$ cat src/hdl/rgb_to_hue_saturation_macros.svh
// Assertion macros for the RGB to hue/saturation converter.
`ifndef RGB_TO_HUE_SATURATION_MACROS_SVH
`define RGB_TO_HUE_SATURATION_MACROS_SVH

`ifndef SYNTHESIS

// Check that a condition implies another in the same cycle.
`define RTHS_ASSERT_IMP(name, pre, post) \
  name: assert property (@(posedge clk_i) disable iff (!rst_ni) (pre) |-> (post)) \
    else $error("rths: same-cycle check failed");

// Check that a condition implies another in the next cycle.
`define RTHS_ASSERT_NXT(name, pre, post) \
  name: assert property (@(posedge clk_i) disable iff (!rst_ni) (pre) |=> (post)) \
    else $error("rths: next-cycle check failed");

`else

`define RTHS_ASSERT_IMP(name, pre, post)
`define RTHS_ASSERT_NXT(name, pre, post)

`endif

`endif

$ cat src/hdl/rths_pkg.sv
// Types, widths and helpers shared by the RGB to hue/saturation converter.
package rths_pkg;

  localparam int PIX_W   = 8;
  localparam int HUE_W   = 9;
  localparam int SAT_W   = 8;

  // Hue divider: numerator 2*num + delta, divisor 2*delta.
  localparam int HUE_NW  = 18;
  localparam int HUE_DW  = 9;
  localparam int HUE_QW  = 9;
  // Saturation divider: numerator delta*255, divisor max.
  localparam int SAT_NW  = 16;
  localparam int SAT_DW  = 8;
  localparam int SAT_QW  = 8;

  localparam int DIV_STAGES = HUE_QW;
  localparam int NUM_W      = 19;

  localparam logic [HUE_W-1:0] HUE_MAX = HUE_W'(360);

  // Sector base angle, chosen by the largest channel.
  typedef enum logic [1:0] {
    BASE_0,
    BASE_120,
    BASE_240,
    BASE_360
  } base_e;

  // Word carried through the divider stages.
  typedef struct packed {
    logic [HUE_NW-1:0] hrem;
    logic [HUE_DW-1:0] hden;
    logic [HUE_QW-1:0] hq;
    logic [SAT_NW-1:0] srem;
    logic [SAT_DW-1:0] sden;
    logic [SAT_QW-1:0] sq;
  } div_t;

  function automatic logic [HUE_W-1:0] base_deg(base_e b);
    logic [HUE_W-1:0] deg;
    unique case (b)
      BASE_0:   deg = HUE_W'(0);
      BASE_120: deg = HUE_W'(120);
      BASE_240: deg = HUE_W'(240);
      BASE_360: deg = HUE_W'(360);
      default:  deg = HUE_W'(0);
    endcase
    return deg;
  endfunction

endpackage

$ cat src/hdl/rths_pixel_if.sv
// Handshake channel carrying one RGB pixel.
interface rths_pixel_if import rths_pkg::*; ();
  logic             valid;
  logic             ready;
  logic [PIX_W-1:0] red;
  logic [PIX_W-1:0] green;
  logic [PIX_W-1:0] blue;

  modport source (output valid, output red, output green, output blue, input ready);
  modport sink   (input valid, input red, input green, input blue, output ready);
endinterface

$ cat src/hdl/rths_hs_if.sv
// Handshake channel carrying one hue/saturation result.
interface rths_hs_if import rths_pkg::*; ();
  logic             valid;
  logic             ready;
  logic [HUE_W-1:0] hue;
  logic [SAT_W-1:0] saturation;

  modport source (output valid, output hue, output saturation, input ready);
  modport sink   (input valid, input hue, input saturation, output ready);
endinterface

$ cat src/hdl/rths_div.sv
// Pipelined restoring divider: hue quotient bit per stage, saturation past the first.
module rths_div import rths_pkg::*; (
  input  logic clk_i,
  input  logic rst_ni,
  input  logic in_valid_i,
  output logic in_ready_o,
  input  div_t in_data_i,
  output logic out_valid_o,
  input  logic out_ready_i,
  output div_t out_data_o
);

  logic [DIV_STAGES-1:0] v_q;
  div_t                  data_q [DIV_STAGES];
  logic [DIV_STAGES:0]   rdy;

  // Chain ready back from the output so bubbles close up
  assign rdy[DIV_STAGES] = out_ready_i;

  for (genvar i = 0; i < DIV_STAGES; i++) begin : g_stage
    localparam int B = HUE_QW - 1 - i;

    div_t              src;
    logic              src_v;
    div_t              nxt;
    logic [HUE_NW-1:0] hsub;
    logic [SAT_NW-1:0] srem_d;
    logic [SAT_QW-1:0] sq_d;

    if (i == 0) begin : g_first
      assign src   = in_data_i;
      assign src_v = in_valid_i;
    end else begin : g_next
      assign src   = data_q[i-1];
      assign src_v = v_q[i-1];
    end

    assign rdy[i] = !v_q[i] || rdy[i+1];

    // Saturation bit, only for the bits its quotient has
    if (B < SAT_QW) begin : g_sat
      logic [SAT_NW-1:0] ssub;
      assign ssub = SAT_NW'(src.sden) << B;
      always_comb begin
        srem_d = src.srem;
        sq_d   = src.sq;
        if (src.srem >= ssub) begin
          srem_d  = src.srem - ssub;
          sq_d[B] = 1'b1;
        end
      end
    end else begin : g_sat_pass
      assign srem_d = src.srem;
      assign sq_d   = src.sq;
    end

    // Hue bit: subtract the shifted divisor when it fits
    assign hsub = HUE_NW'(src.hden) << B;
    always_comb begin
      nxt      = src;
      nxt.srem = srem_d;
      nxt.sq   = sq_d;
      if (src.hrem >= hsub) begin
        nxt.hrem  = src.hrem - hsub;
        nxt.hq[B] = 1'b1;
      end
    end

    // Advance the valid bit
    always_ff @(posedge clk_i or negedge rst_ni) begin
      if (!rst_ni) begin
        v_q[i] <= 1'b0;
      end else if (rdy[i]) begin
        v_q[i] <= src_v;
      end
    end

    // Load the word only when one moves in
    always_ff @(posedge clk_i) begin
      if (rdy[i] && src_v) begin
        data_q[i] <= nxt;
      end
    end
  end

  assign in_ready_o  = rdy[0];
  assign out_valid_o = v_q[DIV_STAGES-1];
  assign out_data_o  = data_q[DIV_STAGES-1];

endmodule

$ cat src/hdl/rgb_to_hue_saturation.sv
// Top level of the RGB to hue/saturation converter.
//
// Takes one 8-bit RGB pixel per clock and returns its hue in whole degrees
// (0..360, rounded half up, 360 not wrapped) and saturation floor(delta*255/max).
// A grey pixel gives hue 0; black gives hue 0 and saturation 0. The pipeline
// accepts a pixel every cycle unless back-pressure from a stalled output fills
// it. One stage finds max, min and the hue sector, one forms the hue numerator
// and both divisors, and nine divider stages each retire one quotient bit of
// the hue division (the saturation quotient is done alongside). Ready propagates
// back through every stage, so empty slots fill while the output is stalled.

`include "rgb_to_hue_saturation_macros.svh"

module rgb_to_hue_saturation import rths_pkg::*; (
  input logic         clk_i,
  input logic         rst_ni,
  rths_pixel_if.sink  pix_i,
  rths_hs_if.source   hs_o
);

  // Stage 1 registers
  logic                    s1_v_q;
  logic signed [PIX_W:0]   s1_diff_q;
  logic [PIX_W-1:0]        s1_delta_q;
  logic [PIX_W-1:0]        s1_max_q;
  base_e                   s1_base_q;

  // Stage 2 registers
  logic                    s2_v_q;
  div_t                    s2_q;

  logic                    s1_ready;
  logic                    s2_ready;
  logic                    div_in_ready;

  // Stage 1 next values
  logic [PIX_W-1:0]        max_d;
  logic [PIX_W-1:0]        min_d;
  logic signed [PIX_W:0]   diff_d;
  base_e                   base_d;

  // Stage 2 next values
  logic [HUE_NW-2:0]       base_term;
  logic signed [NUM_W-1:0] diff_x;
  logic signed [NUM_W-1:0] num_s;
  div_t                    s2_d;

  logic                    div_v;
  div_t                    div_q;

  assign s2_ready   = !s2_v_q || div_in_ready;
  assign s1_ready   = !s1_v_q || s2_ready;
  assign pix_i.ready = s1_ready;

  // Pick max, min, sector and channel difference; red wins ties, then green
  always_comb begin
    max_d = pix_i.red;
    min_d = pix_i.red;
    if (pix_i.green > max_d) max_d = pix_i.green;
    if (pix_i.blue  > max_d) max_d = pix_i.blue;
    if (pix_i.green < min_d) min_d = pix_i.green;
    if (pix_i.blue  < min_d) min_d = pix_i.blue;

    priority if (pix_i.red >= pix_i.green && pix_i.red >= pix_i.blue) begin
      diff_d = $signed({1'b0, pix_i.green}) - $signed({1'b0, pix_i.blue});
      base_d = (pix_i.green < pix_i.blue) ? BASE_360 : BASE_0;
    end else if (pix_i.green >= pix_i.blue) begin
      diff_d = $signed({1'b0, pix_i.blue}) - $signed({1'b0, pix_i.red});
      base_d = BASE_120;
    end else begin
      diff_d = $signed({1'b0, pix_i.red}) - $signed({1'b0, pix_i.green});
      base_d = BASE_240;
    end
  end

  always_ff @(posedge clk_i or negedge rst_ni) begin
    if (!rst_ni) begin
      s1_v_q <= 1'b0;
    end else if (s1_ready) begin
      s1_v_q <= pix_i.valid;
    end
  end

  always_ff @(posedge clk_i) begin
    if (s1_ready && pix_i.valid) begin
      s1_diff_q  <= diff_d;
      s1_delta_q <= max_d - min_d;
      s1_max_q   <= max_d;
      s1_base_q  <= base_d;
    end
  end

  // Form hue numerator 2*(base*delta + 60*diff) + delta and both divisors
  assign base_term = (HUE_NW-1)'(base_deg(s1_base_q)) * (HUE_NW-1)'(s1_delta_q);
  assign diff_x    = NUM_W'(s1_diff_q);
  assign num_s     = diff_x * NUM_W'(60) + $signed(NUM_W'(base_term));

  always_comb begin
    s2_d      = '0;
    s2_d.hrem = {num_s[HUE_NW-2:0], 1'b0} + HUE_NW'(s1_delta_q);
    s2_d.hden = (s1_delta_q == '0) ? HUE_DW'(2) : {s1_delta_q, 1'b0};
    s2_d.srem = {s1_delta_q, {PIX_W{1'b0}}} - SAT_NW'(s1_delta_q);
    s2_d.sden = (s1_max_q == '0) ? SAT_DW'(1) : s1_max_q;
  end

  always_ff @(posedge clk_i or negedge rst_ni) begin
    if (!rst_ni) begin
      s2_v_q <= 1'b0;
    end else if (s2_ready) begin
      s2_v_q <= s1_v_q;
    end
  end

  always_ff @(posedge clk_i) begin
    if (s2_ready && s1_v_q) begin
      s2_q <= s2_d;
    end
  end

  // Divide in nine bit-stages
  rths_div u_div (
    .clk_i       (clk_i),
    .rst_ni      (rst_ni),
    .in_valid_i  (s2_v_q),
    .in_ready_o  (div_in_ready),
    .in_data_i   (s2_q),
    .out_valid_o (div_v),
    .out_ready_i (hs_o.ready),
    .out_data_o  (div_q)
  );

  assign hs_o.valid      = div_v;
  assign hs_o.hue        = div_q.hq;
  assign hs_o.saturation = div_q.sq;

  `RTHS_ASSERT_IMP(a_hue_range, hs_o.valid, hs_o.hue <= HUE_MAX)
  `RTHS_ASSERT_IMP(a_idle_ready, !hs_o.valid, pix_i.ready)
  `RTHS_ASSERT_IMP(a_den_nonzero, s2_v_q, (s2_q.hden != '0) && (s2_q.sden != '0))
  `RTHS_ASSERT_NXT(a_accept_fills, pix_i.valid && pix_i.ready, s1_v_q)

endmodule
$ cat src/flat_wrapper.sv
// flat-port wrapper written by rule: the top's interface ports become plain ports
module rgb_to_hue_saturation_flat import rths_pkg::*;
  (clk_i, rst_ni, pix_i_valid, pix_i_red, pix_i_green, pix_i_blue, pix_i_ready, hs_o_valid, hs_o_hue, hs_o_saturation, hs_o_ready);
  rths_pixel_if pix_i_i ();
  rths_hs_if hs_o_i ();
  input logic clk_i;
  input logic rst_ni;
  input wire logic [$bits(pix_i_i.valid)-1:0] pix_i_valid;
  input wire logic [$bits(pix_i_i.red)-1:0] pix_i_red;
  input wire logic [$bits(pix_i_i.green)-1:0] pix_i_green;
  input wire logic [$bits(pix_i_i.blue)-1:0] pix_i_blue;
  output wire logic [$bits(pix_i_i.ready)-1:0] pix_i_ready;
  output wire logic [$bits(hs_o_i.valid)-1:0] hs_o_valid;
  output wire logic [$bits(hs_o_i.hue)-1:0] hs_o_hue;
  output wire logic [$bits(hs_o_i.saturation)-1:0] hs_o_saturation;
  input wire logic [$bits(hs_o_i.ready)-1:0] hs_o_ready;
  assign pix_i_i.valid = pix_i_valid;
  assign pix_i_i.red = pix_i_red;
  assign pix_i_i.green = pix_i_green;
  assign pix_i_i.blue = pix_i_blue;
  assign pix_i_ready = pix_i_i.ready;
  assign hs_o_valid = hs_o_i.valid;
  assign hs_o_hue = hs_o_i.hue;
  assign hs_o_saturation = hs_o_i.saturation;
  assign hs_o_i.ready = hs_o_ready;
  rgb_to_hue_saturation u_core (.clk_i(clk_i), .rst_ni(rst_ni), .pix_i(pix_i_i), .hs_o(hs_o_i));
endmodule
$ cat config.mk
export PLATFORM = sky130hd
export DESIGN_NAME = rgb_to_hue_saturation_flat
export DESIGN_NICKNAME = d
export VERILOG_FILES = /design/src/hdl/rths_pkg.sv /design/src/hdl/rths_pixel_if.sv /design/src/hdl/rths_hs_if.sv /design/src/hdl/rths_div.sv /design/src/hdl/rgb_to_hue_saturation.sv /design/src/flat_wrapper.sv
export VERILOG_INCLUDE_DIRS = /design/src /design/src/hdl
export SDC_FILE = /design/constraint.sdc
export NUM_CORES = 1
export LEC_CHECK = 0
export ABC_AREA = 1
export BUFFER_PORTS_ARGS = -buffer_cell sky130_fd_sc_hd__buf_2
export CELL_PAD_IN_SITES_DETAIL_PLACEMENT = 1
export CELL_PAD_IN_SITES_GLOBAL_PLACEMENT = 1
export CORE_AREA = 2 2 262 264
export CTS_CLUSTER_SIZE = 10
export DETAILED_ROUTE_END_ITERATION = 7
export DIE_AREA = 0 0 264 266
export HOLD_SLACK_MARGIN = 0.12
export PLACE_DENSITY = 0.83
export SLEW_MARGIN = 20
export SYNTH_ARGS = -nofsm -noshare
export SYNTH_HDL_FRONTEND = slang
export SYNTH_SLANG_ARGS = --single-unit
export TNS_END_PERCENT = 50
$ cat constraint.sdc
create_clock -name clk_i -period 19.4 [get_ports clk_i]
set_clock_uncertainty 0.1 [all_clocks]
set_input_delay 1.94 -clock clk_i [delete_from_list [all_inputs] [get_ports clk_i]]
set_output_delay 1.94 -clock clk_i [all_outputs]
set_load 0.1 [all_outputs]
==> results.yml, run 1 <==
status:
  status: "completed"
sta:
  maxSlewViolCount: 0
  rsz0062_at_grt: "false"
  hold_viol_final: 0
  fin_hold_ws_ns: 0.3031
  period_minus_slack_ns: 6.755
  setup_tns_ns: 0
  worst_pin_slew_ns: 0.9968
  setup_violations: 0
  slew_headroom_pct: 33.48
  max_freq_ghz: 0.1480
  period_share_pct: 34.82
synth:
  ys_warn_count: 0
  yosys.cell_types.count: 61
  synth-main-ff-cell: "edfxtp_1"
  yosys.area.top_type: "edfxtp_1"
  synth_top_family_by_area: "adder cells"
  synth_top_cell_area_share_pct: 52.49
  ys_seq_area_share_pct: 53.37
  synthCells: 2971
  synthSimpleGateAreaFrac_pct: 11.82
  synth_xor_area_share_pct: 5.076
  avgSynthCellArea_um2: 10.57
  synth_compound_area_share_pct: 8.239
  synth_nets: 3314
  synth.most_common_cell: "edfxtp_1"
  synthArstFlopShare_pct: 1.964
  synth_mux_area_share_pct: 0.1355
  netlist_area_mm2: 0.03141
  synth_edf_count: 549
  synth.area.top_cells: "edfxtp_1, ha_1, inv_1"
  ys_seq_elements: 560
  synth_fa_ha_area_share_pct: 14.15
  yosys-top-cells-count: "edfxtp_1, inv_1, nand2_1"
worst_setup_path:
  r2r_setup_slack_ns: 12.65
  startpoint_type: "register"
  cp-startpoint: "u_core.s1_diff_q[3]"
  worstPathRequired_ns: 19.65
  worstSetupPathType: "register to register"
  reg2reg_depth: 23
  timing.rr.end: "u_core.s2_q[66]"
  r2r-start: "u_core.s1_diff_q[3]"
  endpoint: "u_core.s2_q[66]"
  critPathMaxFanout: 4
  crit_arrival_ns: 7.01
  endpoint_kind: "register"
grt:
  grt_pass1_wl_mm: 118.8
  track_usage_pct: 21.05
  grt_max_degree: 65
  gr-total-overflow: 0
  antenna_found_initial: 0
  grt_pass1_vias: 23540
place:
  dpl_cell_area_mm2: 0.03249
  portBuffers: 46
  place.gp.congestion: 0.8843
  dp_hpwl_mm: 55.44
finish:
  post-route-util_pct: 50.85
  final_area_mm2: 0.03445
  syn2layout_area_growth_pct: 9.685
  layout.nets: 3372
  diodes: 0
  layout-drive-gt1-share_pct: 6.852
clock_network:
  cts.sinks: 560
  cts_buffer_depth: 3
  cts_root_buffer: "clkbuf_16"
  numCtsBuffers: 68
  clock_latency_ns: 0.61
  cts_tree: "yes"
  clk_transition_reported_paths_ns: 0.05
  post-cts-setup-buffers: 0
  hold_buffers: 0
  cts_htree_levels: 3
  cts_resized: 0
die:
  die_area_mm2: 0.07022
  rows: 96
  pin_count: 47
  die_w_um: 264
  start_util_pct: 46.36
  coreArea_mm2: 0.06775
  die_h_um: 266
worst_hold_path:
  hp-class: "register to register"
drt:
  ant_nets: 0
  drt-pass1-iter-count: 7
  vias: 20980
  wl_per_cell_um: 18.39
  drt_iter0_drc: 973
  drt-total-wl_mm: 72.31
  viasPerCell: 5.335
  drc: 0
run:
  cap_violations: 0
## through the flow
stage	worst slack, ns	instances
after floorplan	13.14	2971
after CTS	12.58	3932
after detailed placement	12.25	3841
final	12.65	3932
after global routing	12.17	3932
after global placement	12.56	3841
## final cells by class
cell class                 instances  area [µm²]
timing repair buffer              54       290.3
fill                            7394       33300
clock inverter                    11       165.2
clock buffer                      80        1789
tap                              882        1104
multi-input combinational       1833       12420
inverter                         512        1922
sequential                       560       16760
## layer usage
metal | share of wire [%] | wire length (µm) | vias to the layer above | GRT usage, %
li1 | - | - | 10090 | -
met1 | 36 | 26280 | 10330 | 20.52
met2 | 57 | 41040 | 345 | 43.10
met3 | 2.7 | 1965 | 206 | 3.004
met4 | 4.2 | 3026 | 0 | 9.444
met5 | 0 | 0 | - | 0
## worst max-delay path, cell delays in order (launching register included)
cell and delay (ns):
edfxtp_1 0.44, ha_1 0.36, fa_1 0.51, inv_1 0.05, fa_1 0.50, inv_1 0.04, ha_1 0.34, a21oi_1 0.14
a21boi_0 0.32, xor2_1 0.12, ha_1 0.30, inv_1 0.05, fa_1 0.53, fa_1 0.45, fa_1 0.54, inv_1 0.04
ha_1 0.33, inv_1 0.07, o21ai_1 0.27, xor2_1 0.20, nor3_1 0.35, nand3_1 0.17, nor3_1 0.20, xnor2_1 0.09
## flip-flops by register name, summed over array words and instances, names as in the netlist, 2 cells and up
| register | flops |
|---|---|
| u_core.u_div.data_q | 473 |
| u_core.s2_q | 49 |
| u_core.s1_diff_q | 9 |
| u_core.s1_delta_q | 8 |
| u_core.s1_max_q | 8 |
| u_core.u_div.g_stage.src_v | 8 |
| u_core.s1_base_q | 2 |
## worst min path at each step
stage	cells after the start	startpoint	endpoint
global placement	0	u_core.s2_q[28]	u_core.u_div.data_q[0][28]
finish	0	u_core.u_div.data_q[0][347]	u_core.u_div.data_q[0][415]
global route	0	u_core.u_div.data_q[0][347]	u_core.u_div.data_q[0][415]
floorplan	0	u_core.u_div.data_q[0][40]	u_core.u_div.data_q[0][108]
detailed placement	0	u_core.s2_q[26]	u_core.u_div.data_q[0][26]
CTS	0	u_core.u_div.data_q[0][347]	u_core.u_div.data_q[0][415]
## cell families (layout without fill, tap and decap cells)
kind of cell    Yosys count  count (layout)
simple gates            866             866
buf+inv                 578             657
flops                   560             560
compound gates          466             466
fa+ha+maj               315             315
xor+xnor                182             182
mux                       4               4
## placed cells by master (no fill, tap or decap), drive strengths merged, types with 6 or more instances in the layout
| cell | instances |
|---|---|
| xor2 | 114 |
| nor3 | 43 |
| nand4 | 19 |
| nor2 | 221 |
| a21o | 6 |
| o211ai | 9 |
| o21ai | 194 |
| nand3b | 9 |
| buf | 54 |
| a31oi | 9 |
| clkinv | 10 |
| o21a | 8 |
| edfxtp | 549 |
| fa | 67 |
| nor4 | 27 |
| dfrtp | 11 |
| or2 | 14 |
| nand2 | 455 |
| clkbuf | 80 |
| o21bai | 8 |
| a21oi | 198 |
| ha | 248 |
| nand3 | 75 |
| inv | 512 |
| xnor2 | 68 |
Power of run 1 is not shown: default switching activity piles up to over one toggle a cycle in this logic, so the estimate is an artifact.
==> inputs of run 2 (changes only) <==
--- a/config.mk
+++ b/config.mk
@@ -6,16 +6,16 @@
 export SDC_FILE = /design/constraint.sdc
 export NUM_CORES = 1
 export LEC_CHECK = 0
-export ABC_AREA = 1
+export ABC_AREA = 0
 export BUFFER_PORTS_ARGS = -buffer_cell sky130_fd_sc_hd__buf_2
 export CELL_PAD_IN_SITES_DETAIL_PLACEMENT = 1
 export CELL_PAD_IN_SITES_GLOBAL_PLACEMENT = 1
-export CORE_AREA = 2 2 262 264
+export CORE_AREA = 2 2 261 263
 export CTS_CLUSTER_SIZE = 10
 export DETAILED_ROUTE_END_ITERATION = 7
-export DIE_AREA = 0 0 264 266
+export DIE_AREA = 0 0 263 265
 export HOLD_SLACK_MARGIN = 0.12
-export PLACE_DENSITY = 0.83
+export PLACE_DENSITY = 0.85
 export SLEW_MARGIN = 20
 export SYNTH_ARGS = -nofsm -noshare
 export SYNTH_HDL_FRONTEND = slang
==> constraint.sdc (replaced) <==
create_clock -name clk_i -period 6.1 [get_ports clk_i]
set_clock_uncertainty 0.1 [all_clocks]
set_input_delay 0.61 -clock clk_i [delete_from_list [all_inputs] [get_ports clk_i]]
set_output_delay 0.61 -clock clk_i [all_outputs]
set_load 0.1 [all_outputs]
==> run 2 against run 1 <==
The flow now finishes with violations (negative setup slack); utilization increased by 1.5 points; hold slack lost 0.028 ns; synthesized area fell by 0.92%; maximum frequency down 1.8%; highest routed layer unchanged; via count fell by 4.1%; synthesized cell count decreased by 11%; die area decreased by 0.75%; clock-buffer cell count up 8.
==> results.yml, run 2 <==
drt:
  vias: 20130
  wl_per_cell_um: 20.45
  ant_nets: 0
  viasPerCell: 5.495
  drt-pass1-iter-count: 5
  routed-wl-met2_mm: 42.87
  drt_iter0_drc: 1063
  route.met3.wl_mm: 1.797
  top_layer: "met4"
  drt-total-wl_mm: 74.91
  met1Wirelength_mm: 26.28
  drc: 0
place:
  dp_hpwl_mm: 57.00
  portBuffers: 46
  place.gp.congestion: 0.8997
  placed_cells: 3553
synth:
  yosys.cell_types.count: 71
  synth-main-ff-cell: "edfxtp_1"
  ys_warn_count: 0
  synth.area.top_cells: "edfxtp_1, ha_1, fa_1"
  ys_seq_elements: 560
  yosys.area.top_type: "edfxtp_1"
  synthCells: 2636
  synth_edf_count: 549
  netlist_area_mm2: 0.03112
  ys_seq_area_share_pct: 53.86
  synth.most_common_cell: "edfxtp_1"
  synth_top_cell_area_share_pct: 52.98
  synth_nets: 2979
  synthArstFlopShare_pct: 1.964
  avgSynthCellArea_um2: 11.80
  yosys-top-cells-count: "edfxtp_1, inv_1, ha_1"
sta:
  max_freq_ghz: 0.1454
  setup_tns_ns: -3.192
  maxSlewViolCount: 0
  period_share_pct: 112.7
  rsz0062_at_grt: "true"
  worst_pin_slew_ns: 1.056
  slew_headroom_pct: 29.31
  period_minus_slack_ns: 6.877
  setup_violations: 8
  hold_viol_final: 0
  setup_slack_ns: -0.7770
  fin_hold_ws_ns: 0.2753
worst_setup_path:
  crit_arrival_ns: 7.11
  worstPathRequired_ns: 6.33
  worstSetupPathType: "register to register"
  cp_slowest_cell: "fa_1"
  critPathMaxStageDelay_ns: 0.56
  r2r_setup_slack_ns: -0.78
  critPathMaxFanout: 4
  reg2reg_depth: 29
  startpoint_type: "register"
  endpoint_kind: "register"
finish:
  final_common_cell: "edfxtp_1"
  final.fill_count: 6894
  post-route-util_pct: 52.39
  diodes: 0
  layout.nets: 3106
  regMostFlops: "u_core.u_div.data_q"
  final_cell_mix: "edfxtp_1, inv_1, ha_1"
  syn2layout_area_growth_pct: 12.46
  largestRegisters: "u_core.u_div.data_q (473), u_core.s2_q (49), u_core.s1_diff_q (9)"
  fin_cells: 3663
  largest_reg_flops: 473
  layout-drive-gt1-share_pct: 10.61
clock_network:
  numCtsBuffers: 67
  clock_latency_ns: 0.60
  cts_root_buffer: "clkbuf_16"
  clk_transition_reported_paths_ns: 0.05
  cts.sinks: 560
  cts_htree_levels: 3
  cts_buffer_depth: 3
  cts_tree: "yes"
grt:
  antenna_found_initial: 0
  grt_pass1_wl_mm: 120.8
  track_usage_pct: 21.74
  grt_max_degree: 65
  gr-total-overflow: 0
  grt_pass1_vias: 23210
die:
  die_h_um: 265
  pin_count: 47
  rows: 95
  coreArea_mm2: 0.06680
  die_w_um: 263
  start_util_pct: 46.58
  die_area_mm2: 0.06970
status:
  status: "finished with violations"
  violations: "negative setup slack"
worst_hold_path:
  holdPathStages: 4
  hp-class: "input port to register"
run:
  cap_violations: 0
run 2: cell count changes in the layout (fill, tap and decap cells not counted), sizes merged, moves of 28 or more:
cell and change:
a21boi +28, a21o +48, a21oi -73, and2 +31, buf +66, inv -169
mux2i +39, nand2 -278, nand2b +50, nand3 -54, nor2 -59, nor2b +59
o21ai -52, xor2 -30
run 2: kinds of logic after synthesis:
group | Yosys count | synth area share, %
fa+ha+maj | 315 | 14.28
buf+inv | 404 | 5.131
mux | 56 | 1.862
compound gates | 455 | 9.023
xor+xnor | 172 | 4.885
simple gates | 674 | 10.95
flops | 560 | 53.86
run 2: cell type report:
class | count | area (µm²) | area share (%)
tap | 873 | 1092 | 3.121
timing repair buffer | 122 | 820.8 | 2.345
sequential | 560 | 16760 | 47.89
clock buffer | 88 | 1798 | 5.138
clock inverter | 8 | 145.1 | 0.4147
inverter | 340 | 1276 | 3.647
multi-input combinational | 1672 | 13100 | 37.44
run 2: worst paths after layout:
path,start,to
worst max register to register,u_core.s1_diff_q[2],u_core.s2_q[67]
worst min register to register,u_core.u_div.data_q[0][308],u_core.u_div.data_q[0][376]
worst min-delay path,hs_o_ready,u_core.u_div.g_stage[8].src_v
min in group asynchronous,rst_ni,u_core.s1_v_q
max in group asynchronous,rst_ni,u_core.u_div.g_stage[6].src_v
worst max-delay path,u_core.s1_diff_q[2],u_core.s2_q[67]
run 2: per-layer routing:
layer	global-route usage [%]	vias up
met5	0	-
met1	20.49	9995
met2	44.86	365
li1	-	9542
met4	11.26	0
met3	2.815	225
run 2: metrics by stage:
| step | area (µm²) | setup WS [ns] |
|---|---|---|
| after global routing | 35000 | -0.9941 |
| final | 35000 | -0.7770 |
| after CTS | 34870 | -0.6419 |
| after detailed placement | 32750 | -0.8476 |
| after floorplan | 31230 | -0.3466 |
| after global placement | 32740 | -0.5792 |
run 2: worst max-delay path, delay by kind of cell, from the launching register on:
family	cells	cell delay, ns
AO/OA/AOI/OAI	8	1.39
adder cells (fa/ha/maj)	9	3.35
AND/OR/NAND/NOR	4	0.31
flip-flops	1	0.42
XOR/XNOR	3	0.71
buffers and inverters	5	0.35
run 2: timing repair:
item / 4_1_cts / 5_1_grt
gates resized for setup: 22 / 21
setup buffers: 8 / 5
pin swaps: 16 / 17
hold endpoints to repair: 12 / 0
hold buffers: 2 / 0
setup endpoints to repair: 8 / 8
Power of run 2 is left out for the same reason.
==> inputs of run 3 (changes only) <==
--- a/config.mk
+++ b/config.mk
@@ -20,4 +20,4 @@
 export SYNTH_ARGS = -nofsm -noshare
 export SYNTH_HDL_FRONTEND = slang
 export SYNTH_SLANG_ARGS = --single-unit
-export TNS_END_PERCENT = 50
+export TNS_END_PERCENT = 30
==> run 3 against run 2 <==
Worst setup slack gained 0.055 ns; sequential share of layout area about the same; the run still ends with negative setup slack left; cell area is 0.10% lower; global-route usage grew 0.48 points; die area stayed put; register-to-register slack improved by 0.05 ns; non-clock buffer count fell by 4; utilization fell by 0.054 points.
==> results.yml, run 3 (synthesized netlist as in run 2, its figures left out) <==
run:
  cap_violations: 0
die:
  coreArea_mm2: 0.06680
  die_area_mm2: 0.06970
  die_w_um: 263
  rows: 95
  pin_count: 47
  die_h_um: 265
  start_util_pct: 46.58
grt:
  gr-total-overflow: 0
  antenna_found_initial: 0
  grt_pass1_vias: 23150
  grt_pass1_wl_mm: 122.3
  track_usage_pct: 22.23
  grt_max_degree: 65
finish:
  regMostFlops: "u_core.u_div.data_q"
  fin_cells: 3655
  largestRegisters: "u_core.u_div.data_q (473), u_core.s2_q (49), u_core.s1_diff_q (9)"
  largest_reg_flops: 473
  layout-drive-gt1-share_pct: 10.57
  final_common_cell: "edfxtp_1"
  post-route-util_pct: 52.33
  final_cell_mix: "edfxtp_1, inv_1, ha_1"
  syn2layout_area_growth_pct: 12.35
  layout.nets: 3102
worst_setup_path:
  worstPathRequired_ns: 6.33
  worstSetupPathType: "register to register"
  critPathMaxStageDelay_ns: 0.54
  crit_arrival_ns: 7.06
  cp_slowest_cell: "fa_1"
  endpoint_kind: "register"
  critPathMaxFanout: 4
  r2r_setup_slack_ns: -0.72
  startpoint_type: "register"
place:
  placed_cells: 3552
  dp_hpwl_mm: 57.61
  place.gp.congestion: 0.9022
  place_ws_ns: -0.8944
  portBuffers: 46
sta:
  period_share_pct: 111.8
  maxSlewViolCount: 0
  setup_violations: 7
  setup_slack_ns: -0.7223
  slew_headroom_pct: 30.71
  period_minus_slack_ns: 6.822
  max_freq_ghz: 0.1466
  rsz0062_at_grt: "true"
  worst_pin_slew_ns: 1.039
  hold_viol_final: 0
drt:
  drc: 0
  ant_nets: 0
  drt-pass1-iter-count: 5
  wl_per_cell_um: 21.18
  drt-total-wl_mm: 77.43
  drt_iter0_drc: 1114
  vias: 20380
  viasPerCell: 5.575
status:
  status: "finished with violations"
  violations: "negative setup slack"
clock_network:
  cts_root_buffer: "clkbuf_16"
  numCtsBuffers: 67
  clk_transition_reported_paths_ns: 0.06
  cts.sinks: 560
  cts_htree_levels: 3
  cts_tree: "yes"
  clock_latency_ns: 0.60
  cts_buffer_depth: 3
worst_hold_path:
  hp-class: "input port to register"
[run 3: cell count changes in the layout (fill, tap and decap cells not counted), moves of 3 or more]
cell,before,now
xnor2_2,1,4
clkbuf_1,19,12
clkinv_1,1,4
xor2_2,4,7
xor2_1,80,77
ha_4,8,11
[run 3: final cells by class]
| cell class | count | area (µm²) |
|---|---|---|
| fillers | 6888 | 31840 |
| inverters | 340 | 1276 |
| well taps | 873 | 1092 |
| clock buffers | 80 | 1747 |
| multi-input cells | 1672 | 13140 |
| diodes | 1 | 2.502 |
| flip-flops and latches | 560 | 16760 |
| clock inverters | 11 | 156.4 |
| repair buffers | 118 | 783.3 |
[run 3: worst paths after layout]
check	startpoint	to	depth (start not counted)
worst min-delay path	hs_o_ready	u_core.u_div.g_stage[8].src_v	4
worst max-delay path	u_core.s1_diff_q[1]	u_core.s2_q[67]	28
worst max register to register	u_core.s1_diff_q[1]	u_core.s2_q[67]	28
max in group asynchronous	rst_ni	u_core.u_div.g_stage[3].src_v	2
min in group asynchronous	rst_ni	u_core.s1_v_q	2
worst min register to register	u_core.u_div.data_q[0][75]	u_core.u_div.data_q[0][143]	0
[run 3: routing by layer]
metal | vias up | global-route usage, % | part of all wire (%)
li1 | 9520 | - | -
met1 | 10160 | 20.91 | 35
met2 | 471 | 46.05 | 57
met3 | 228 | 2.852 | 3.0
met4 | 0 | 11.24 | 5.2
met5 | - | 0 | 0
[run 3: worst max-delay path, delay by kind of cell, from the launching register on]
kind            cells  cell delay (ns)
buf+inv             5             0.32
fa+ha+maj           9             3.39
flops               1             0.47
simple gates        4             0.60
xor+xnor            3             0.58
compound gates      7             1.11
[run 3: through the flow]
step / hold slack, ns / cell area, µm² / TNS, ns
CTS: 0.2605 / 34820 / -2.521
global placement: 0.3037 / 32740 / -1.491
finish: 0.2813 / 34960 / -2.703
floorplan: 0.2144 / 31230 / -0.4016
detailed placement: 0.3063 / 32740 / -3.549
global route: 0.3181 / 34960 / -4.554
[run 3: repair_timing]
| action | 4_1_cts | 5_1_grt |
|---|---|---|
| resized for setup | 21 | 19 |
| hold endpoints to repair | 12 | 0 |
| setup endpoints to repair | 8 | 8 |
| setup buffers | 5 | 5 |
| hold buffers | 2 | 0 |
| pin swaps | 34 | 22 |
Power of run 3 is left out for the same reason.
